--- src/design/unsd_pkg.sv ---
`default_nettype none

package unsd_pkg;

    // Frame and line limits
    localparam int unsigned MAX_FRAME   = 255;
    localparam int unsigned NMEA_CAP    = 128;

    // Output queue sizing
    localparam int unsigned MAX_RESULTS = 2;
    localparam int unsigned QUEUE_DEPTH = 4;

    // Byte codes
    localparam logic [7:0] UBX_SYNC1  = 8'hB5;
    localparam logic [7:0] UBX_SYNC2  = 8'h62;
    localparam logic [7:0] CH_DOLLAR  = 8'h24;
    localparam logic [7:0] CH_NEWLINE = 8'h0A;

    // Route codes
    typedef enum logic [1:0] {
        ROUTE_UBX  = 2'd0,
        ROUTE_NMEA = 2'd1,
        ROUTE_DROP = 2'd2
    } t_route;

    // One result word
    typedef struct packed {
        t_route     route;
        logic [7:0] data_byte;
        logic [7:0] position;
        logic       line_done;
        logic [7:0] line_length;
        logic       frame_done;
        logic       ack_seen;
        logic       power_save;
        logic       last;
    } t_result;

    // Result of appending one byte to the NMEA line
    typedef struct packed {
        t_result    res;
        logic [7:0] nmea_count;
        logic       has_dollar;
    } t_nmea_put;

    // Header of the CFG-RXM acknowledge: B5 62 05 01 02 00 06 11
    function automatic logic [7:0] ack_hdr(input logic [2:0] idx);
        logic [7:0] v;
        case (idx)
            3'd0:    v = 8'hB5;
            3'd1:    v = 8'h62;
            3'd2:    v = 8'h05;
            3'd3:    v = 8'h01;
            3'd4:    v = 8'h02;
            3'd5:    v = 8'h00;
            3'd6:    v = 8'h06;
            default: v = 8'h11;
        endcase
        return v;
    endfunction

    // Append a byte to the NMEA line, dropping it when the line is full
    function automatic t_nmea_put nmea_put(
        input logic [7:0] count,
        input logic       has_dollar,
        input logic [7:0] b,
        input logic       check_end
    );
        t_nmea_put p;
        p = '0;
        p.res.data_byte  = b;
        p.nmea_count     = count;
        p.has_dollar     = has_dollar;
        if (count >= 8'(NMEA_CAP)) begin
            p.res.route    = ROUTE_DROP;
            p.res.position = 8'(NMEA_CAP);
        end else begin
            p.res.route    = ROUTE_NMEA;
            p.res.position = count;
            if (count == 8'd0) begin
                p.has_dollar = (b == CH_DOLLAR);
            end
            p.nmea_count = count + 8'd1;
            if (check_end && p.has_dollar && (b == CH_NEWLINE)) begin
                p.res.line_done   = 1'b1;
                p.res.line_length = p.nmea_count;
                // terminator slot after a finished line
                if (p.nmea_count < 8'(NMEA_CAP)) begin
                    p.nmea_count = p.nmea_count + 8'd1;
                end
            end
        end
        return p;
    endfunction

endpackage

`default_nettype wire

--- src/design/ubx_nmea_stream_demux.sv ---
`default_nettype none
// A result word is registered into the result queue when its input word is taken.
// Throughput: one input word per cycle while the queue has room; one result word
// per cycle at the output while the sink is ready. A UBX sync mismatch yields two
// result words; a four-entry result queue accepts input while up to two words wait.
// Reset: synchronous, active low; resets the parser state and empties the queue.

module ubx_nmea_stream_demux
    import unsd_pkg::*;
(
    input  wire logic        i_clk,
    input  wire logic        i_rst_n,
    input  wire logic        i_s_axis_tvalid,
    output logic             o_s_axis_tready,
    input  wire logic [7:0]  i_s_axis_tdata,   // [7:0] rx_byte
    input  wire logic        i_s_axis_tuser,   // [0] batch_start
    output logic             o_m_axis_tvalid,
    input  wire logic        i_m_axis_tready,
    output logic [31:0]      o_m_axis_tdata,   // [7:0] data_byte, [15:8] position,
                                               // [16] line_done, [24:17] line_length,
                                               // [25] frame_done, [26] ack_seen,
                                               // [27] power_save, [31:28] zero
    output logic [1:0]       o_m_axis_tuser,   // [1:0] route
    output logic             o_m_axis_tlast    // last
);

    localparam int unsigned PW = $clog2(QUEUE_DEPTH);
    localparam int unsigned CW = $clog2(QUEUE_DEPTH + 1);

    // Parser state
    logic [7:0]  r_ubx_count, n_ubx_count;
    logic [16:0] r_ubx_total, n_ubx_total;
    logic [7:0]  r_ubx_len_low, n_ubx_len_low;
    logic        r_ack_match, n_ack_match;
    logic [7:0]  r_nmea_count, n_nmea_count;
    logic        r_has_dollar, n_has_dollar;
    logic        r_power_save, n_power_save;

    // Result queue
    t_result     r_queue [QUEUE_DEPTH];
    logic [PW-1:0] r_wr_ptr, r_rd_ptr;
    logic [CW-1:0] r_count;

    logic        in_fire, out_fire;
    logic        two_res;
    t_result     res0, res1;

    logic [7:0]  b;
    logic [7:0]  nc0, nc_line;
    logic [8:0]  cnt;
    logic        ack_now;
    t_nmea_put   p0, p1;

    assign in_fire  = i_s_axis_tvalid && o_s_axis_tready;
    assign out_fire = o_m_axis_tvalid && i_m_axis_tready;
    assign b        = i_s_axis_tdata;

    // Byte classification and state update
    always_comb begin
        n_ubx_count   = r_ubx_count;
        n_ubx_total   = r_ubx_total;
        n_ubx_len_low = r_ubx_len_low;
        n_ack_match   = r_ack_match;
        n_has_dollar  = r_has_dollar;
        n_power_save  = r_power_save;
        two_res       = 1'b0;
        res0          = '0;
        res1          = '0;
        res0.data_byte = b;
        res0.route    = ROUTE_UBX;

        nc0          = i_s_axis_tuser ? 8'd0 : r_nmea_count;
        n_nmea_count = nc0;
        cnt          = {1'b0, r_ubx_count} + 9'd1;
        ack_now      = r_ack_match &&
                       !((r_ubx_count < 8'd8) && (b != ack_hdr(r_ubx_count[2:0])));
        nc_line      = ((b == CH_DOLLAR) || (nc0 >= 8'(NMEA_CAP - 1))) ? 8'd0 : nc0;

        p0 = nmea_put(nc0, r_has_dollar, UBX_SYNC1, 1'b0);
        p1 = nmea_put(p0.nmea_count, p0.has_dollar, b, 1'b0);

        if (r_ubx_count != 8'd0) begin
            // inside a UBX frame
            res0.position = r_ubx_count;
            n_ack_match   = ack_now;
            if (r_ubx_count == 8'd4) begin
                n_ubx_len_low = b;
            end
            if ((cnt == 9'd2) && (b != UBX_SYNC2)) begin
                // sync mismatch: replay both bytes into the line
                n_ubx_count  = 8'd0;
                n_ubx_total  = '0;
                two_res      = 1'b1;
                res0         = p0.res;
                res1         = p1.res;
                n_nmea_count = p1.nmea_count;
                n_has_dollar = p1.has_dollar;
            end else begin
                if (cnt == 9'd6) begin
                    n_ubx_total = 17'd8 + {1'b0, b, r_ubx_len_low};
                    n_ubx_count = cnt[7:0];
                end else if ((cnt > 9'd6) && ({8'd0, cnt} == r_ubx_total)) begin
                    res0.frame_done = 1'b1;
                    res0.ack_seen   = ack_now;
                    if (ack_now) begin
                        n_power_save = 1'b1;
                    end
                    n_ubx_count = 8'd0;
                    n_ubx_total = '0;
                end else begin
                    n_ubx_count = cnt[7:0];
                end
                // oversize frame is dropped
                if ((n_ubx_count != 8'd0) && (n_ubx_count >= 8'(MAX_FRAME))) begin
                    n_ubx_count = 8'd0;
                    n_ubx_total = '0;
                end
            end
        end else if (b == UBX_SYNC1) begin
            // frame start
            n_ubx_count = 8'd1;
            n_ubx_total = '0;
            n_ack_match = 1'b1;
        end else begin
            // ordinary NMEA byte
            p0           = nmea_put(nc_line, r_has_dollar, b, 1'b1);
            res0         = p0.res;
            n_nmea_count = p0.nmea_count;
            n_has_dollar = p0.has_dollar;
        end

        res0.power_save = n_power_save;
        res1.power_save = n_power_save;
        res0.last       = !two_res;
        res1.last       = 1'b1;
    end

    // State registers
    always_ff @(posedge i_clk) begin
        if (!i_rst_n) begin
            r_ubx_count   <= 8'd0;
            r_ubx_total   <= '0;
            r_ubx_len_low <= 8'd0;
            r_ack_match   <= 1'b1;
            r_nmea_count  <= 8'd0;
            r_has_dollar  <= 1'b0;
            r_power_save  <= 1'b0;
        end else if (in_fire) begin
            r_ubx_count   <= n_ubx_count;
            r_ubx_total   <= n_ubx_total;
            r_ubx_len_low <= n_ubx_len_low;
            r_ack_match   <= n_ack_match;
            r_nmea_count  <= n_nmea_count;
            r_has_dollar  <= n_has_dollar;
            r_power_save  <= n_power_save;
        end
    end

    // Queue storage
    always_ff @(posedge i_clk) begin
        if (in_fire) begin
            r_queue[r_wr_ptr] <= res0;
            if (two_res) begin
                r_queue[r_wr_ptr + PW'(1)] <= res1;
            end
        end
    end

    // Queue pointers and fill count
    always_ff @(posedge i_clk) begin
        if (!i_rst_n) begin
            r_wr_ptr <= '0;
            r_rd_ptr <= '0;
            r_count  <= '0;
        end else begin
            if (in_fire) begin
                r_wr_ptr <= r_wr_ptr + (two_res ? PW'(2) : PW'(1));
            end
            if (out_fire) begin
                r_rd_ptr <= r_rd_ptr + PW'(1);
            end
            r_count <= r_count
                     + (in_fire ? (two_res ? CW'(2) : CW'(1)) : CW'(0))
                     - (out_fire ? CW'(1) : CW'(0));
        end
    end

    // Ports
    assign o_s_axis_tready = (r_count <= CW'(QUEUE_DEPTH - MAX_RESULTS));
    assign o_m_axis_tvalid = (r_count != '0);
    assign o_m_axis_tuser  = r_queue[r_rd_ptr].route;
    assign o_m_axis_tlast  = r_queue[r_rd_ptr].last;
    assign o_m_axis_tdata  = {4'd0,
                              r_queue[r_rd_ptr].power_save,
                              r_queue[r_rd_ptr].ack_seen,
                              r_queue[r_rd_ptr].frame_done,
                              r_queue[r_rd_ptr].line_length,
                              r_queue[r_rd_ptr].line_done,
                              r_queue[r_rd_ptr].position,
                              r_queue[r_rd_ptr].data_byte};

    // Checks
    a_queue_bound: assert property (@(posedge i_clk) disable iff (!i_rst_n)
        r_count <= CW'(QUEUE_DEPTH))
        else $error("result queue overfilled");

    a_frame_bound: assert property (@(posedge i_clk) disable iff (!i_rst_n)
        r_ubx_count < 8'(MAX_FRAME))
        else $error("frame count reached the frame limit");

    a_line_bound: assert property (@(posedge i_clk) disable iff (!i_rst_n)
        r_nmea_count <= 8'(NMEA_CAP))
        else $error("line position beyond the cap");

    a_ps_sticky: assert property (@(posedge i_clk) disable iff (!i_rst_n)
        r_power_save |=> r_power_save)
        else $error("power-save flag cleared");

endmodule

`default_nettype wire
--- config.mk ---
export PLATFORM = sky130hd
export DESIGN_NAME = ubx_nmea_stream_demux
export DESIGN_NICKNAME = d
export VERILOG_FILES = /design/src/design/unsd_pkg.sv /design/src/design/ubx_nmea_stream_demux.sv
export SDC_FILE = /design/constraint.sdc
export NUM_CORES = 1
export LEC_CHECK = 0
export ABC_AREA = 1
export BUFFER_PORTS_ARGS = -buffer_cell sky130_fd_sc_hd__clkbuf_2
export CAP_MARGIN = 20
export CORE_AREA = 3 3 127 141
export DETAILED_ROUTE_END_ITERATION = 10
export DIE_AREA = 0 0 130 144
export GPL_TIMING_DRIVEN = 0
export PLACE_DENSITY = 0.8
export SLEW_MARGIN = 20
export SYNTH_ARGS = -nofsm -noshare
export SYNTH_HDL_FRONTEND = slang
export SYNTH_SLANG_ARGS = --single-unit
--- constraint.sdc ---
create_clock -name i_clk -period 4.57 [get_ports i_clk]
set_clock_uncertainty 0.15 [all_clocks]
set_input_delay 0.2285 -clock i_clk [delete_from_list [all_inputs] [get_ports i_clk]]
set_output_delay 0.2285 -clock i_clk [all_outputs]
set_load 0.1 [all_outputs]
; After elaboration in Yosys (flattened, before gate mapping)
; Memories as Yosys holds them, arrays and structs flattened. A register that Yosys moved wholly into a read port is not among the register bits.
; Cells that the tools add are included.
[word_totals]
register_bits = 51
ramBits = 124
in_bits = 13
output_inout_bits = 37
elab_cells = 143
n_memories = 1
[classes]
n_addsub = 11
n_lt_le_gt_ge = 9
eq_ne = 19
muxes = 70
n_reduce_logical = 23
[memory_table]
columns = memory, words, width, read_ports, rd_ports_with_merged_regs, write_ports, line
row1 = r_queue, 4, 31, 1, 1, 2, ubx_nmea_stream_demux.sv:40  ; t_result r_queue [QUEUE_DEPTH];
[op_table]
columns = cell, n
row1 = $mux W8, 18
row2 = $mux W31, 4
row3 = $mux W17, 6
row4 = $pmux W8 S7, 1
row5 = $mux W9, 5
row6 = $add A8 B1 Y8 const B, 4
row7 = $ge A8 B8 Y1 const B, 4
row8 = $mux W27, 1
row9 = $logic_not A8 Y1, 3
row10 = $mux W1, 24
row11 = $mux W2, 11
row12 = $add A4 B16 Y17 const A, 1
row13 = $eq A9 B17 Y1, 1
row14 = $reduce_bool A8 Y1, 2
row15 = $add A8 B1 Y9 const B, 1
row16 = $eq A3 B3 Y1 const B, 3
row17 = $eq A9 B2 Y1 const B, 1
row18 = $eq A9 B3 Y1 const B, 1
row19 = $gt A9 B3 Y1 const B, 1
row20 = $eq A8 B3 Y1 const B, 1
row21 = $eq A8 B4 Y1 const B, 1
row22 = $eq A8 B6 Y1 const B, 1
row23 = $eq A8 B8 Y1 const B, 1
row24 = $ge A8 B7 Y1 const B, 1
row25 = 23 further kinds, 35

; Longest topological paths before layout
; Gate-level depths: netlist of the first run.
[depth]
depth_word = 14
depth_mapped = 20
ltp_nobuf = 20

; Least setup slack after synthesis of the first run
; No wires, ideal clock.
[synth_path]
path_type = flip-flop to flip-flop
startpoint = register r_count[0]
endpoint = memory r_queue[3][21] (netlist bit) (data pin)
t_arrival_ps = 3812
slack_ps = 475
path_stages_with_launch = 10
period_less_slack_ps = 4095
path_cell_list = dfxtp_1 -> a21oi_1 -> nand2_1 -> nor3_1 -> inv_1 -> nor2_1 -> nor2_1 -> inv_1 -> o21ai_0 -> inv_1
[synth_rtl]
columns = item, line
row1 = start: declaration, ubx_nmea_stream_demux.sv:42  ; logic [CW-1:0] r_count;
row2 = start signal: assignment, ubx_nmea_stream_demux.sv:182  ; r_count <= r_count
row3 = end: declaration, ubx_nmea_stream_demux.sv:40

; Final worst setup path of the first run
[layout_path]
startpoint = register r_ubx_count[0]
endpoint = register r_count[2]
[layout_via]
elab_chain_len = 9
[layout_lines]
columns = item, line
row1 = start: declaration, ubx_nmea_stream_demux.sv:31  ; logic [7:0] r_ubx_count, n_ubx_count;
row2 = start signal: assignment, ubx_nmea_stream_demux.sv:149  ; r_ubx_count <= n_ubx_count;
row3 = $add A8 B1 Y9, ubx_nmea_stream_demux.sv:74  ; cnt = {1'b0, r_ubx_count} + 9'd1;
row4 = $eq A9 B2 Y1, ubx_nmea_stream_demux.sv:89  ; if ((cnt == 9'd2) && (b != UBX_SYNC2)) begin
row5 = $logic_and A1 B1 Y1, ubx_nmea_stream_demux.sv:89
row6 = $mux W1, ubx_nmea_stream_demux.sv:89
row7 = $mux W1 *, ubx_nmea_stream_demux.sv:82  ; if (r_ubx_count != 8'd0) begin
row8 = $mux W2 * (2 in a row), ubx_nmea_stream_demux.sv:183  ; + (in_fire ? (two_res ? CW'(2) : CW'(1)) : CW'(0))
row9 = $add A3 B2 Y3 *, ubx_nmea_stream_demux.sv:183
row10 = $sub A3 B1 Y3 *, ubx_nmea_stream_demux.sv:184  ; - (out_fire ? CW'(1) : CW'(0));
; Mark *: on every way between the ends. The rest lies on a longest branch, timed or not.
; A chain may end at the register's enable or synchronous reset.

==> results of run 1 <==
## cells by family after synthesis
logic type / after synthesis / share of synthesized area
buffers and inverters: 226 / 0.0918
xor gates and xnor gates: 23 / 0.0212
DFF: 177 / 0.437
AOI/OAI and AO/OA: 294 / 0.165
and+or+nand+nor: 596 / 0.258
adders and majority gates: 21 / 0.0274
other: 1 / 0.000381
## cell usage in the layout, fill, tap and decap left out, types with 4 or more instances in the layout
master,instances
nor2_1,191
nor3_1,17
buf_2,9
o221ai_1,5
buf_4,8
a21oi_1,36
clkbuf_2,40
inv_6,4
clkbuf_1,45
nand2_1,252
nand3_1,84
o21ai_0,179
nor4_1,6
xor2_1,19
o21ai_1,5
edfxtp_1,76
nand4_1,26
inv_2,6
clkbuf_16,17
ha_1,20
o211ai_1,8
nor2_2,7
a211oi_1,8
dfxtp_1,101
conb_1,4
inv_1,152
clkinv_1,4
o22ai_1,40
## registers in the layout, summed over array words and instances, names as in the netlist, named ones only
signal	cells
r_ack_match	1
r_ubx_total	17
r_has_dollar	1
r_ubx_len_low	8
r_queue	124
r_nmea_count	8
r_wr_ptr	2
r_rd_ptr	2
r_ubx_count	8
r_power_save	1
r_count	3
## final timing paths
| path | slack (ns) | depth (start not counted) | from | end |
|---|---|---|---|---|
| setup / recovery | 0.82 | 17 | r_ubx_count[0] | r_count[2] |
| setup reg to reg | 0.82 | 17 | r_ubx_count[0] | r_count[2] |
| hold / removal | 0.007 | 5 | i_m_axis_tready | flip-flop |
| hold reg to reg | 0.31 | 2 | r_queue[1][8] | r_queue[1][8] |
## per-stage QoR
stage	util	hold slack [ns]	instances	setup slack, ns	cell area [µm²]
after floorplan	-	0.272	1341	0.475	9870
after global placement	0.626	0.282	1585	0.941	10300
after detailed placement	0.626	0.290	1585	0.908	10300
after CTS	0.660	0.0158	1617	0.885	10900
after global routing	0.660	0.0840	1617	0.492	10900
final	0.660	0.00685	1617	0.817	10900
## final cells by class
class	instances	share of cell area
Clock inverter	15	0.0130
Sequential cell	177	0.395
Multi-Input combinational cell	938	0.428
Buffer	64	0.0272
Tap cell	204	0.0234
Inverter	162	0.0558
Timing Repair Buffer	40	0.0184
Clock buffer	17	0.0391
## power by group through the flow
stage / combinational [mW] / clock (mW) / sequential, mW
global placement: 2.23 / 0 / 1.91
finish: 2.27 / 1.44 / 1.88
detailed placement: 2.25 / 0 / 1.91
CTS: 2.25 / 1.43 / 1.87
floorplan: 1.80 / 0 / 1.89
global route: 2.39 / 1.50 / 1.89
## routing by layer
layer,part of all wire,wire [µm],up-vias,GRT usage
met5,0,0,-,0
met4,0.022,655,0,0.0979
met3,0.10,2980,75,0.0676
met2,0.46,13600,570,0.522
met1,0.41,12200,4376,0.430
li1,-,-,4589,-
## tightest hold or removal path: stages
cell and delay, ns:
clkbuf_2 0.07, nand2_1 0.04, inv_1 0.08, nor2_1 0.06, nor2_1 0.09
==> flow_summary.toml, run 1 <==
[clock_tree]
h-tree-depth = 4
cts_inserted_buffers = 17
post_cts_buffers = 0
clk_latency_ns = 0.45
clk_path_buf_depth = 2
cts_resized = 0
cts_tree = "yes"
hold_buffers = 0
cts_sinks = 177
path_clk_slew_ns = 0.08
cts_root_buf = "clkbuf_16"

[logic_synthesis]
syn_area_per_cell_um2 = 7.37
synth_top_area_frac = 0.232
synth_seq_cells = 177
yosysSeqAreaShare = 0.437
synthTopCellsByArea = "edfxtp_1 23%, dfxtp_1 21%, nand2_1 9.6%"
synth_top_cell_by_area = "edfxtp_1"
synth_cell_type_count = 44
async_reset_ff_frac = 0
synth_edf_count = 76
synth_most_common_cell = "nand2_1"
synthFlopType = "dfxtp_1"
netlist_instances = 1338
syn_area_mm2 = 0.00985
yosysWarnings = 0
synthTopCellsByCount = "252 x nand2_1, 191 x nor2_1, 179 x o21ai_0"

[worst_setup_path]
path_cells = "buf_4 > inv_1 > ha_1 > inv_1 > nor2_1 > inv_1 > nor2_1 > nor2_1 > buf_4 > nor2_1 > inv_1 > ha_1 > inv_1 > ha_1 > fa_1 > o21ai_0 > a21oi_1"
cp_top_family = "adder cells"
worstPathRequired_ns = 4.76
cp_common_cell = "inv_1"
slowest_delay_ns = 0.40
cp-end-kind = "flip-flop"
cpMaxStageDelayCell = "nor2_1"
crit_buf_inv = 7
path_max_fanout = 10
critPathKind = "reg2reg"
crit_arrival_ns = 3.95
startpoint_type = "flip-flop"

[drt]
drt_iter0_drc = 1287
routed_wl_um = 29500
ant_nets = 0
drc = 0
dr_total_vias = 9610
vias_per_cell = 5.94
wl_per_cell_um = 18.2
firstDrtPassIters = 8

[floorplan]
dieHeight_um = 144
die_w_um = 130
die_area_mm2 = 0.0187
initial_core_util = 0.598
pin_count = 50
rows = 49
coreArea_mm2 = 0.0165

[power_and_ir_drop]
combPwrFrac = 0.407
swShare = 0.479
intPower_mw = 2.91
total_power_mw = 5.59
leakagePower_nw = 4.57
p_sw_mw = 2.67
powerDensity_mw_per_mm2 = 513
pwr-share-seq = 0.336
p_clk_frac = 0.257
irDropWorstVdd_v = 0.000414

[outcome]
status = "finished clean"

[final_layout]
num_antenna_cells = 0
final_nets = 1434
multi_input_area_mm2 = 0.00466
area_growth_pct = 10.5
seq_area_mm2 = 0.00430
drive_above_1_share = 0.0821
n_fill_cell = 1437

[grt]
grt_pass1_wl_um = 46300
grt_pass1_vias = 8868
antenna_found_initial = 0
grt_start_max_net_pins = 26
grt_util_all_layers = 0.320
grt_overflow = 0

[sta]
tightest_slew_ns = 1.03
layout_min_cycle_time_ns = 3.75
hold_viol = 0
fin_crit_sh = 0.821
setup_viol = 0
relSlewSlack = 0.313
slew_viol_final = 0
fin_tns_setup_ns = 0
grt_setup_unrepaired = "false"
fmax_ghz = 0.266

[worst_hold_path]
min_path_type = "in2reg"

[place]
portBuffers = 40
place_congestion = 1.01
hpwl_um = 21300

[run]
maxCapViolations = 0
(Power assumes the default switching activity.)
==> inputs of run 2 (changes only) <==
==> constraint.sdc (replaced) <==
create_clock -name i_clk -period 3.5 [get_ports i_clk]
set_clock_uncertainty 0.15 [all_clocks]
set_input_delay 0.175 -clock i_clk [delete_from_list [all_inputs] [get_ports i_clk]]
set_output_delay 0.175 -clock i_clk [all_outputs]
set_load 0.1 [all_outputs]
==> run 2 against run 1 <==
Clock-buffer cell count rose by 2. Largest power group unchanged. Total power grew 33%. Cell count grew 0.37%. Via count increased by 0.11%. Register-to-register slack got worse by 0.66 ns. Flip-flop and latch count unchanged. First-iteration DRC count shrank 12%. Die area unchanged. Critical path depth did not move. Highest routed layer unchanged. Sequential power increased by 31%.
==> flow_summary.toml, run 2 (synthesis gave the netlist of run 1 again) <==
[sta]
fin_crit_sh = 0.955
layout_min_cycle_time_ns = 3.34
hold_viol = 0
setup_viol = 0
fmax_ghz = 0.299
relSlewSlack = 0.298
slew_viol_final = 0
tightest_slew_ns = 1.05

[worst_setup_path]
crit_buf_inv = 4
cp-end-kind = "flip-flop"
slowest_delay_ns = 0.39
cpMaxStageDelayCell = "dfxtp_1"
path_max_fanout = 10
cp_top_family = "simple AND/OR/NAND/NOR gates"
path_cells = "buf_6 > nand2_1 > nor2_2 > nand2_1 > nand2_1 > nor2_1 > nand4_1 > nor2_2 > buf_4 > nor2_4 > inv_1 > ha_1 > inv_1 > ha_1 > fa_1 > o21ai_1 > a21oi_1"
crit_arrival_ns = 3.54
worstPathRequired_ns = 3.69
critPathKind = "reg2reg"
startpoint_type = "flip-flop"
r2r_start = "r_ubx_count[0]"
cp_common_cell = "nand2_1"
startpoint = "r_ubx_count[0]"

[outcome]
status = "finished clean"

[clock_tree]
h-tree-depth = 4
clk_latency_ns = 0.45
cts_root_buf = "clkbuf_16"
clk_path_buf_depth = 2
cts_tree = "yes"
cts_inserted_buffers = 17
cts_sinks = 177
path_clk_slew_ns = 0.08

[final_layout]
n_fill_cell = 1430
final_common_cell = "nand2_1"
final_cell_mix = "252 x nand2_1, 185 x nor2_1, 178 x o21ai_0, 148 x inv_1, 100 x dfxtp_1"
reg_top3 = "r_queue: 124 flops, r_ubx_total: 17 flops"
num_antenna_cells = 0
design_area_mm2 = 0.0111
largest_reg_flops = 124
regMostFlops = "r_queue"
area_growth_pct = 12.2
final_nets = 1440
drive_above_1_share = 0.0973

[drt]
dr_total_vias = 9621
wl_per_cell_um = 18.2
routed_wl_um = 29600
ant_nets = 0
drt_iter0_drc = 1138
vias_per_cell = 5.93
firstDrtPassIters = 6
drc = 0

[power_and_ir_drop]
intPower_mw = 3.91
combPwrFrac = 0.406
total_power_mw = 7.43
pwr-share-seq = 0.331
irDropWorstVdd_v = 0.000738
swShare = 0.474
leakagePower_nw = 4.60
powerDensity_mw_per_mm2 = 672
p_clk_frac = 0.263
p_sw_mw = 3.52

[grt]
grt_pass1_vias = 8705
grt_util_all_layers = 0.319
grt_overflow = 0
grt_pass1_wl_um = 46300
grt_start_max_net_pins = 26
antenna_found_initial = 0

[place]
portBuffers = 40
place_congestion = 0.996
place_area_mm2 = 0.0103
hpwl_um = 21100

[floorplan]
die_area_mm2 = 0.0187
rows = 49
die_w_um = 130
dieHeight_um = 144
pin_count = 50
initial_core_util = 0.598
coreArea_mm2 = 0.0165

[run]
maxCapViolations = 0

[worst_hold_path]
min_from = "i_s_axis_tdata[5]"
min_path_type = "in2reg"
## run 2: power by group through the flow
stage / Sequential, mW / Clock (mW) / Combinational [mW]
after detailed placement: 2.50 / 0 / 2.94
after CTS: 2.45 / 1.95 / 2.96
after global placement: 2.49 / 0 / 2.93
after global routing: 2.47 / 2.04 / 3.18
final: 2.46 / 1.95 / 3.02
after floorplan: 2.47 / 0 / 2.36
## run 2: metal layers
metal / routed length (µm) / global-route usage
met1: 12100 / 0.431
met2: 13700 / 0.515
met3: 3040 / 0.0680
met4: 641 / 0.104
met5: 0 / 0
## run 2: final timing paths
path / endpoint / slack, ns / cells after the start
max: r_count[2] / 0.16 / 17
min: r_ubx_len_low[5] / 0.02 / 3
max reg2reg: r_count[2] / 0.16 / 17
min reg2reg: r_queue[2][12] / 0.31 / 2
## run 2: layout make-up
cell class / instances / area [µm²] / area share
clock buffers: 19 / 475 / 0.0430
multi-input cells: 938 / 4720 / 0.427
plain buffers: 64 / 300 / 0.0272
well taps: 204 / 255 / 0.0231
inverters: 162 / 623 / 0.0563
repair buffers: 45 / 240 / 0.0217
clock inverters: 13 / 129 / 0.0117
repair inverters: 1 / 7.51 / 0.000679
flip-flops and latches: 177 / 4310 / 0.389
## run 2: repair_timing
action / CTS / global route
hold buffers: 1 / 0
hold endpoints to repair: 2 / 0
endpoints found under the setup margin: 74 / 124
setup buffers: 1 / 3
resized for setup: 6 / 17
pin swaps: 1 / 5
cloned: 0 / 1
## run 2: worst reg2reg max path, stage by stage, from the launching register on
cell and delay, ns:
dfxtp_1 0.39, buf_6 0.18, nand2_1 0.09, nor2_2 0.14
nand2_1 0.12, nand2_1 0.23, nor2_1 0.11, nand4_1 0.23
nor2_2 0.09, buf_4 0.19, nor2_4 0.18, inv_1 0.07
ha_1 0.27, inv_1 0.04, ha_1 0.18, fa_1 0.39
o21ai_1 0.16, a21oi_1 0.05
## run 2: metrics by stage
stage	util	TNS [ns]	cells	hold WS [ns]	setup WS [ns]
2_1_floorplan	-	0	1341	0.236	0.143
3_3_place_gp	0.626	-1.10	1585	0.283	-0.172
3_5_place_dp	0.626	-3.09	1585	0.287	-0.245
4_1_cts	0.665	0	1619	0.0156	0.0269
5_1_grt	0.671	-0.00320	1623	0.0364	-0.00320
6_report	0.671	0	1623	0.0199	0.159
